File: src/hdl/nearest_palette_color_search_unit_macros.svh
// assertion macros for the nearest palette colour search unit
// no dependencies; define NO_ASSERTIONS to leave the checks out
`ifndef NEAREST_PALETTE_COLOR_SEARCH_UNIT_MACROS_SVH
`define NEAREST_PALETTE_COLOR_SEARCH_UNIT_MACROS_SVH
`ifndef NO_ASSERTIONS
`define NPCS_ASSERT_IMM(label, clk, rst_n, ante, cons) \
  label: assert property (@(posedge clk) disable iff (!rst_n) (ante) |-> (cons)) \
    else $error("assertion failed");
`define NPCS_ASSERT_NXT(label, clk, rst_n, ante, cons) \
  label: assert property (@(posedge clk) disable iff (!rst_n) (ante) |=> (cons)) \
    else $error("assertion failed");
`else
`define NPCS_ASSERT_IMM(label, clk, rst_n, ante, cons)
`define NPCS_ASSERT_NXT(label, clk, rst_n, ante, cons)
`endif
`endif

File: src/hdl/npcs_pkg.sv
// shared constants, types and the tv colour rom for the palette search unit
// no dependencies
`default_nettype none
package npcs_pkg;

  localparam int PALETTE_ENTRIES = 256;
  localparam int PAL_AW  = (PALETTE_ENTRIES > 1) ? $clog2(PALETTE_ENTRIES) : 1;
  localparam int CNT_W   = $clog2(PALETTE_ENTRIES + 1);
  localparam int BYTE_W  = 8;
  localparam int COLOR_W = 3 * BYTE_W;
  localparam int IDX_W   = 8;
  localparam int SQ_W    = 2 * BYTE_W;
  localparam int ERR_W   = SQ_W + 3;
  localparam int LANES   = 4;
  localparam logic [ERR_W-1:0] START_ERROR = ERR_W'(100000);

  typedef enum logic [1:0] {
    OP_WRITE = 2'd0,
    OP_COLOR = 2'd1,
    OP_TV    = 2'd2
  } op_t;

  typedef struct packed {
    logic               en;
    logic [PAL_AW-1:0]  addr;
    logic [COLOR_W-1:0] color;
  } pal_wr_t;

  typedef struct packed {
    logic              en;
    logic [PAL_AW-1:0] addr;
  } pal_rd_req_t;

  typedef struct packed {
    logic               vld;
    logic [PAL_AW-1:0]  idx;
    logic [COLOR_W-1:0] color;
  } pal_rd_t;

  // colour packed as {blue, green, red}: red is byte 1, blue lands in byte 3
  function automatic logic [COLOR_W-1:0] tv_color(input logic [BYTE_W-1:0] code);
    logic [COLOR_W-1:0] c;
    case (code)
      8'h02: c = {8'd10, 8'd9, 8'd10};
      8'h03: c = {8'd52, 8'd52, 8'd52};
      8'h04: c = {8'd114, 8'd114, 8'd114};
      8'h05: c = {8'd177, 8'd177, 8'd177};
      8'h06: c = {8'd240, 8'd245, 8'd250};
      8'h07: c = {8'd255, 8'd255, 8'd255};
      8'h08: c = {8'd114, 8'd168, 8'd0};
      8'h0A: c = {8'd10, 8'd0, 8'd125};
      8'h0B: c = {8'd52, 8'd32, 8'd177};
      8'h0C: c = {8'd114, 8'd88, 8'd240};
      8'h0D: c = {8'd177, 8'd153, 8'd255};
      8'h0E: c = {8'd229, 8'd214, 8'd255};
      8'h18: c = {8'd188, 8'd136, 8'd0};
      8'h1A: c = {8'd0, 8'd0, 8'd127};
      8'h1B: c = {8'd32, 8'd46, 8'd167};
      8'h1C: c = {8'd92, 8'd108, 8'd229};
      8'h1D: c = {8'd146, 8'd172, 8'd255};
      8'h1E: c = {8'd209, 8'd233, 8'd255};
      8'h28: c = {8'd240, 8'd94, 8'd0};
      8'h2A: c = {8'd0, 8'd16, 8'd94};
      8'h2B: c = {8'd10, 8'd62, 8'd146};
      8'h2C: c = {8'd62, 8'd124, 8'd198};
      8'h2D: c = {8'd125, 8'd188, 8'd255};
      8'h2E: c = {8'd188, 8'd250, 8'd255};
      8'h38: c = {8'd255, 8'd58, 8'd0};
      8'h3A: c = {8'd0, 8'd32, 8'd52};
      8'h3B: c = {8'd0, 8'd78, 8'd104};
      8'h3C: c = {8'd52, 8'd138, 8'd159};
      8'h3D: c = {8'd114, 8'd203, 8'd229};
      8'h3E: c = {8'd177, 8'd255, 8'd255};
      8'h48: c = {8'd255, 8'd22, 8'd114};
      8'h4A: c = {8'd0, 8'd42, 8'd10};
      8'h4B: c = {8'd0, 8'd88, 8'd52};
      8'h4C: c = {8'd42, 8'd146, 8'd114};
      8'h4D: c = {8'd104, 8'd214, 8'd177};
      8'h4E: c = {8'd167, 8'd255, 8'd245};
      8'h58: c = {8'd255, 8'd6, 8'd250};
      8'h5A: c = {8'd0, 8'd52, 8'd0};
      8'h5B: c = {8'd0, 8'd94, 8'd10};
      8'h5C: c = {8'd52, 8'd156, 8'd73};
      8'h5D: c = {8'd114, 8'd219, 8'd136};
      8'h5E: c = {8'd177, 8'd255, 8'd198};
      8'h68: c = {8'd241, 8'd6, 8'd255};
      8'h6A: c = {8'd0, 8'd52, 8'd0};
      8'h6B: c = {8'd10, 8'd94, 8'd0};
      8'h6C: c = {8'd62, 8'd156, 8'd32};
      8'h6D: c = {8'd125, 8'd219, 8'd94};
      8'h6E: c = {8'd188, 8'd255, 8'd156};
      8'h78: c = {8'd177, 8'd26, 8'd255};
      8'h7A: c = {8'd0, 8'd42, 8'd0};
      8'h7B: c = {8'd32, 8'd93, 8'd0};
      8'h7C: c = {8'd84, 8'd151, 8'd5};
      8'h7D: c = {8'd146, 8'd218, 8'd62};
      8'h7E: c = {8'd209, 8'd255, 8'd125};
      8'h88: c = {8'd114, 8'd62, 8'd255};
      8'h8A: c = {8'd10, 8'd32, 8'd0};
      8'h8B: c = {8'd52, 8'd78, 8'd0};
      8'h8C: c = {8'd114, 8'd137, 8'd0};
      8'h8D: c = {8'd177, 8'd203, 8'd52};
      8'h8E: c = {8'd240, 8'd255, 8'd114};
      8'h98: c = {8'd42, 8'd99, 8'd255};
      8'h9A: c = {8'd32, 8'd16, 8'd0};
      8'h9B: c = {8'd76, 8'd62, 8'd0};
      8'h9C: c = {8'd136, 8'd125, 8'd10};
      8'h9D: c = {8'd201, 8'd188, 8'd71};
      8'h9E: c = {8'd255, 8'd250, 8'd128};
      8'hA8: c = {8'd0, 8'd136, 8'd255};
      8'hAA: c = {8'd52, 8'd0, 8'd0};
      8'hAB: c = {8'd104, 8'd46, 8'd0};
      8'hAC: c = {8'd156, 8'd110, 8'd32};
      8'hAD: c = {8'd219, 8'd172, 8'd94};
      8'hAE: c = {8'd255, 8'd235, 8'd156};
      8'hB8: c = {8'd0, 8'd177, 8'd250};
      8'hBA: c = {8'd73, 8'd0, 8'd0};
      8'hBB: c = {8'd114, 8'd32, 8'd10};
      8'hBC: c = {8'd167, 8'd94, 8'd73};
      8'hBD: c = {8'd237, 8'd156, 8'd136};
      8'hBE: c = {8'd255, 8'd219, 8'd198};
      8'hC8: c = {8'd0, 8'd210, 8'd116};
      8'hCA: c = {8'd73, 8'd0, 8'd10};
      8'hCB: c = {8'd114, 8'd22, 8'd59};
      8'hCC: c = {8'd177, 8'd78, 8'd114};
      8'hCD: c = {8'd240, 8'd146, 8'd177};
      8'hCE: c = {8'd255, 8'd203, 8'd240};
      8'hD8: c = {8'd0, 8'd229, 8'd0};
      8'hDA: c = {8'd73, 8'd0, 8'd61};
      8'hDB: c = {8'd114, 8'd16, 8'd104};
      8'hDC: c = {8'd167, 8'd73, 8'd168};
      8'hDD: c = {8'd240, 8'd136, 8'd229};
      8'hDE: c = {8'd255, 8'd198, 8'd255};
      8'hE8: c = {8'd0, 8'd229, 8'd0};
      8'hEA: c = {8'd52, 8'd0, 8'd94};
      8'hEB: c = {8'd94, 8'd16, 8'd146};
      8'hEC: c = {8'd156, 8'd73, 8'd198};
      8'hED: c = {8'd219, 8'd136, 8'd255};
      8'hEE: c = {8'd255, 8'd198, 8'd255};
      8'hF8: c = {8'd42, 8'd206, 8'd0};
      8'hFA: c = {8'd32, 8'd0, 8'd119};
      8'hFB: c = {8'd71, 8'd22, 8'd167};
      8'hFC: c = {8'd136, 8'd83, 8'd229};
      8'hFD: c = {8'd198, 8'd145, 8'd255};
      8'hFE: c = {8'd255, 8'd203, 8'd255};
      default: c = '0;
    endcase
    return c;
  endfunction

endpackage
`default_nettype wire

File: src/hdl/npcs_lane.sv
// one search lane: weighted squared error against the streamed palette, keeps the best
// depends on npcs_pkg and the assertion macro header
`default_nettype none
`include "nearest_palette_color_search_unit_macros.svh"
module npcs_lane (
  input  wire                           clk,
  input  wire                           rst_n,
  input  wire                           clr,
  input  wire [npcs_pkg::COLOR_W-1:0]   query,
  input  npcs_pkg::pal_rd_t              rd,
  output logic [npcs_pkg::PAL_AW-1:0]   best_idx
);

  localparam int BW = npcs_pkg::BYTE_W;

  logic [BW-1:0]                  d1, d2, d3;
  logic [npcs_pkg::SQ_W-1:0]      sq1_r, sq2_r, sq3_r;
  logic                           s1_vld_r;
  logic [npcs_pkg::PAL_AW-1:0]    s1_idx_r;
  logic [npcs_pkg::ERR_W-1:0]     err;
  logic [npcs_pkg::ERR_W-1:0]     best_err_r, best_err_nxt;
  logic [npcs_pkg::PAL_AW-1:0]    best_idx_r, best_idx_nxt;
  logic                           better;

  function automatic logic [BW-1:0] abs_diff(input logic [BW-1:0] a, input logic [BW-1:0] b);
    return (a >= b) ? (a - b) : (b - a);
  endfunction

  assign d1 = abs_diff(query[BW-1:0],      rd.color[BW-1:0]);
  assign d2 = abs_diff(query[2*BW-1:BW],   rd.color[2*BW-1:BW]);
  assign d3 = abs_diff(query[3*BW-1:2*BW], rd.color[3*BW-1:2*BW]);

  always_ff @(posedge clk) begin
    sq1_r    <= npcs_pkg::SQ_W'(d1) * npcs_pkg::SQ_W'(d1);
    sq2_r    <= npcs_pkg::SQ_W'(d2) * npcs_pkg::SQ_W'(d2);
    sq3_r    <= npcs_pkg::SQ_W'(d3) * npcs_pkg::SQ_W'(d3);
    s1_idx_r <= rd.idx;
  end

  // green weighted double
  assign err = npcs_pkg::ERR_W'(sq1_r) + (npcs_pkg::ERR_W'(sq2_r) << 1)
             + npcs_pkg::ERR_W'(sq3_r);
  assign better = s1_vld_r && (err < best_err_r);

  always_comb begin
    best_err_nxt = best_err_r;
    best_idx_nxt = best_idx_r;
    if (clr) begin
      best_err_nxt = npcs_pkg::START_ERROR;
      best_idx_nxt = '0;
    end else if (better) begin
      best_err_nxt = err;
      best_idx_nxt = s1_idx_r;
    end
  end

  always_ff @(posedge clk) begin
    if (!rst_n) begin
      s1_vld_r   <= 1'b0;
      best_err_r <= npcs_pkg::START_ERROR;
      best_idx_r <= '0;
    end else begin
      s1_vld_r   <= rd.vld;
      best_err_r <= best_err_nxt;
      best_idx_r <= best_idx_nxt;
    end
  end

  assign best_idx = best_idx_r;

  `NPCS_ASSERT_IMM(a_err_bounded, clk, rst_n, 1'b1, best_err_r <= npcs_pkg::START_ERROR)
  `NPCS_ASSERT_NXT(a_clr_init, clk, rst_n, clr, best_idx_r == '0 && best_err_r == npcs_pkg::START_ERROR)
  `NPCS_ASSERT_NXT(a_take_better, clk, rst_n, !clr && better, best_idx_r == $past(s1_idx_r))
  `NPCS_ASSERT_NXT(a_hold_idle, clk, rst_n, !clr && !s1_vld_r, $stable(best_idx_r))

endmodule
`default_nettype wire

File: config.mk
export PLATFORM = sky130hd
export DESIGN_NAME = npcs_lane
export DESIGN_NICKNAME = d
export VERILOG_FILES = /design/src/hdl/npcs_pkg.sv /design/src/hdl/npcs_lane.sv
export VERILOG_INCLUDE_DIRS = /design/src /design/src/hdl
export SDC_FILE = /design/constraint.sdc
export NUM_CORES = 1
export LEC_CHECK = 0
export ABC_AREA = 1
export BUFFER_PORTS_ARGS = -buffer_cell sky130_fd_sc_hd__buf_2
export CAP_MARGIN = 5
export CORE_ASPECT_RATIO = 2
export CORE_MARGIN = 3
export CORE_UTILIZATION = 65
export DETAILED_ROUTE_END_ITERATION = 12
export PLACE_DENSITY = 0.8
export SLEW_MARGIN = 20
export SYNTH_ARGS = -nofsm -noshare
export SYNTH_HDL_FRONTEND = slang
export SYNTH_SLANG_ARGS = --single-unit
File: constraint.sdc
create_clock -name clk -period 11.69 [get_ports clk]
set_input_delay 1.7535 -clock clk [delete_from_list [all_inputs] [get_ports clk]]
set_output_delay 1.7535 -clock clk [all_outputs]
set_load 0.05 [all_outputs]
==> results.md <==
Die:
- The number of primary I/O pins is 68.
- The core box area is 16800 µm².
- Row generation in the floorplan step produced 67 rows.
- The y dimension of the die is 192 µm.
- The area of the die is 19000 µm².
- The horizontal extent of the die is 98.9 µm.
- The initial utilization of the core area, before any placement, comes to 0.665.

Worst setup path:
- The standard cell with the maximum stage delay on the critical path is fa_1.
- Data on the critical path is required at its endpoint by 11.92 ns.
- The endpoint identified for the worst register-to-register timing path is best_idx[1]$_SDFFE_PP0P_.
- The worst setup path is captured at a flop.
- The data arrival time of the critical path is 7.22 ns.
- The cell family with the largest share of critical-path delay is adder cells.
- In this run the worst path has a maximum fanout of 9.
- STA classifies the critical path startpoint as a primary input.
- The startpoint-to-endpoint class of the critical path is primary input to flop.
- The critical path runs through a total of 28 cells.
- In this run the worst setup path begins at query[0].
- The peak per-stage delay on the critical path is 0.53 ns.
- The critical path buffer and inverter count is 7.
- The most critical setup path has its endpoint at sq1_r[14]$_DFF_P_.
- Among the stages of the critical path, the cell type that occurs most often is inv_1.
- The startpoint identified for the worst register-to-register timing path is sq2_r[5]$_DFF_P_.
- The number of cells on the worst reg-to-reg path is 15.
- In this run the register-to-register setup slack is 7.38 ns.

Synth:
- The number of flops mapped to enable cells by yosys is 0.
- In the synthesized netlist, the number of instances is 1573.
- The part of the Yosys area used for sequential elements is 0.143.
- The share of synthesized area in the top cell type comes to 0.190.
- The synthesized area per cell is 7.13 µm².
- Synthesis instantiated 43 different standard cells from the library.
- Among all cell types in the netlist, the one instantiated most often is nand2_1.
- The post-synthesis sequential element count is 80.
- The count of warnings emitted by yosys is 0.
- The cell area that synthesis handed to floorplanning was 11200 µm².
- The synthesized net count is 1897.
- Ranked by total cell area, the synthesized netlist is headed by ha_1 19%, fa_1 17%, dfxtp_1 14%.
- By count the netlist is led by 380 x nand2_1, 332 x inv_1, 170 x ha_1.
- The most used flip-flop cell after synthesis is dfxtp_1.
- The leading area contributor after synthesis is ha_1.
- The share of async-settable or async-resettable flops after synthesis is 0.

GRT:
- The number of antenna violations at the first check in global routing was 0.
- The number of global-route vias before repair is 9909.
- The sum of overflow across all layers after global routing is 0.
- Entering global routing, the biggest net connects 29 pins.
- In the global route stage, overall resource usage came out at 0.265.
- The first global-routing pass estimated 41.3 mm of wire.

CTS:
- Counting along the longest clock path gives a buffer depth of 2.
- The number of resized instances in the post-cts repair step is 0.
- The number of buffers added to fix hold violations after cts is 0.
- In this run, CTS created clock tree buffers numbering 9.
- The later-pin clock latency in the skew report is 0.34 ns.
- Clock-pin slew was measured on the worst setup and hold paths at 0.06 ns.
- The H-tree was split into 3 levels.
- TritonCTS built the clock tree.
- The number of setup buffers added after CTS is 0.
- The clock drives 80 sinks.
- The cell sitting at the root of the clock tree is a clkbuf_16.

Placed design:
- The placed wire-length estimate after detailed placement is 20.9 mm.
- OpenSTA, run right after detailed placement, puts the worst setup slack at 4.42 ns.
- The congestion estimate from routability-driven global placement came to 0.946.
- The count of buffers added on input and output ports is 67.

Hold path:
- The worst hold path belongs to the class flop to flop.

Detailed routing:
- The remaining routing DRC violations is 0.
- The detail route stage leaves a number of antenna-violating nets equal to 0.
- The wire length after detailed routing is 24.3 mm.
- In this run, the number of DRC markers left after iteration 0 of detailed routing was 304.
- The length of the first detailed-routing pass in iterations is 5.
- The number of vias in the routed layout is 9698.
- The via-per-instance ratio is 5.24.
- The average routed wire per standard cell is 13.1 µm.

Finish:
- The number of fill cells in the layout is 1458.
- The number of antenna diodes in the final layout is 0.
- The final net count is 1961.
- The proportion of layout cells with a drive suffix above 1 is 0.0907.
- The area growth from synthesis to final layout is 7.87%.

STA:
- The post-layout worst setup margin is 4.70 ns.
- The final count of pins violating max slew is 0.
- The final setup skew is 0.00733 ns.
- The number of failing setup endpoints in the final timing report is 0.
- The worst pin sits at a relative slew slack of 0.339.
- The final number of hold-violating endpoints is 0.
- The setup TNS after final layout is 0 ns.
- The peak clock frequency supported by timing is 143 MHz.
- Hold timing on the final database bottoms out at a slack of 0.475 ns.
- Setup repair after global routing left no endpoint under its margin.
- For the pin with the worst max-slew slack, the measured transition is 0.990 ns.
- Dividing the final minimum period by the clock period gives 0.598.
- The final critical path time including I/O delays and setup is 6.99 ns.

Outcome:
- The run finished with clean final reports.

Job:
- The number of max-capacitance violations reported is 0.
==> layout by cell type, fill, tap and decap left out, types with 7 or more instances in the layout <==
cell	count
clkbuf_16	9
o21ai_0	35
inv_1	332
nand2_2	20
a21boi_0	7
buf_2	67
nand4_1	18
fa_1	94
nor2_1	147
nand3_1	79
ha_1	170
inv_2	11
dfxtp_1	80
a21oi_1	60
nand2_1	380
xor2_1	40
xnor2_1	22
==> through the flow <==
stage,utilization,cells,instance area [µm²]
final,0.718,1849,12100
after CTS,0.718,1849,12100
after floorplan,-,1573,11200
after global routing,0.718,1849,12100
after detailed placement,0.695,1833,11700
after global placement,0.695,1833,11700
==> state kept, by name, summed over array words and instances, names as in the netlist <==
name	count
sq3_r	15
best_idx	8
sq1_r	15
s1_vld_r	1
sq2_r	15
best_err_r	18
s1_idx_r	8
==> worst min-delay path, delay by kind of cell, from the launching register on <==
kind | cells | cell delay [ns]
and+or+nand+nor | 2 | 0.12
DFF | 1 | 0.32
==> cell families after synthesis <==
kind of cell / after synthesis / synth area share
buf+inv: 361 / 0.125
fa+ha+maj: 264 / 0.358
simple gates: 677 / 0.261
compound gates: 129 / 0.0655
xor+xnor: 62 / 0.0484
flops: 80 / 0.143
==> worst min path at each step <==
stage	startpoint	end	slack [ns]	cells past startpoint
CTS	best_err_r[9]$_SDFFE_PP1P_	best_err_r[9]$_SDFFE_PP1P_	0.48	2
floorplan	best_err_r[15]$_SDFFE_PP1P_	best_err_r[15]$_SDFFE_PP1P_	0.44	2
global placement	best_err_r[16]$_SDFFE_PP1P_	best_err_r[16]$_SDFFE_PP1P_	0.45	2
detailed placement	best_err_r[16]$_SDFFE_PP1P_	best_err_r[16]$_SDFFE_PP1P_	0.46	2
finish	best_idx[4]$_SDFFE_PP0P_	best_idx[4]$_SDFFE_PP0P_	0.48	2
global route	best_err_r[2]$_SDFFE_PP0P_	best_err_r[2]$_SDFFE_PP0P_	0.51	2
==> layer usage <==
metal	part of all wire	routed length, µm	vias up	track usage
li1	-	-	4931	-
met1	0.35	8410	4498	0.238
met2	0.57	13900	185	0.546
met3	0.021	512	84	0.0225
met4	0.061	1470	0	0.153
met5	0	0	-	0
==> layout make-up <==
cell class / instances / area, µm² / share of cell area
Multi-Input combinational cell: 1132 / 8210 / 0.679
Inverter: 346 / 1300 / 0.108
Sequential cell: 80 / 1600 / 0.132
Tap cell: 207 / 259 / 0.0214
Timing Repair Buffer: 68 / 343 / 0.0284
Clock inverter: 6 / 138 / 0.0114
Clock buffer: 10 / 239 / 0.0198
Power is left out: the tool's default activity adds up to more than one toggle a clock period on the data nets, which glitch-free logic cannot reach.
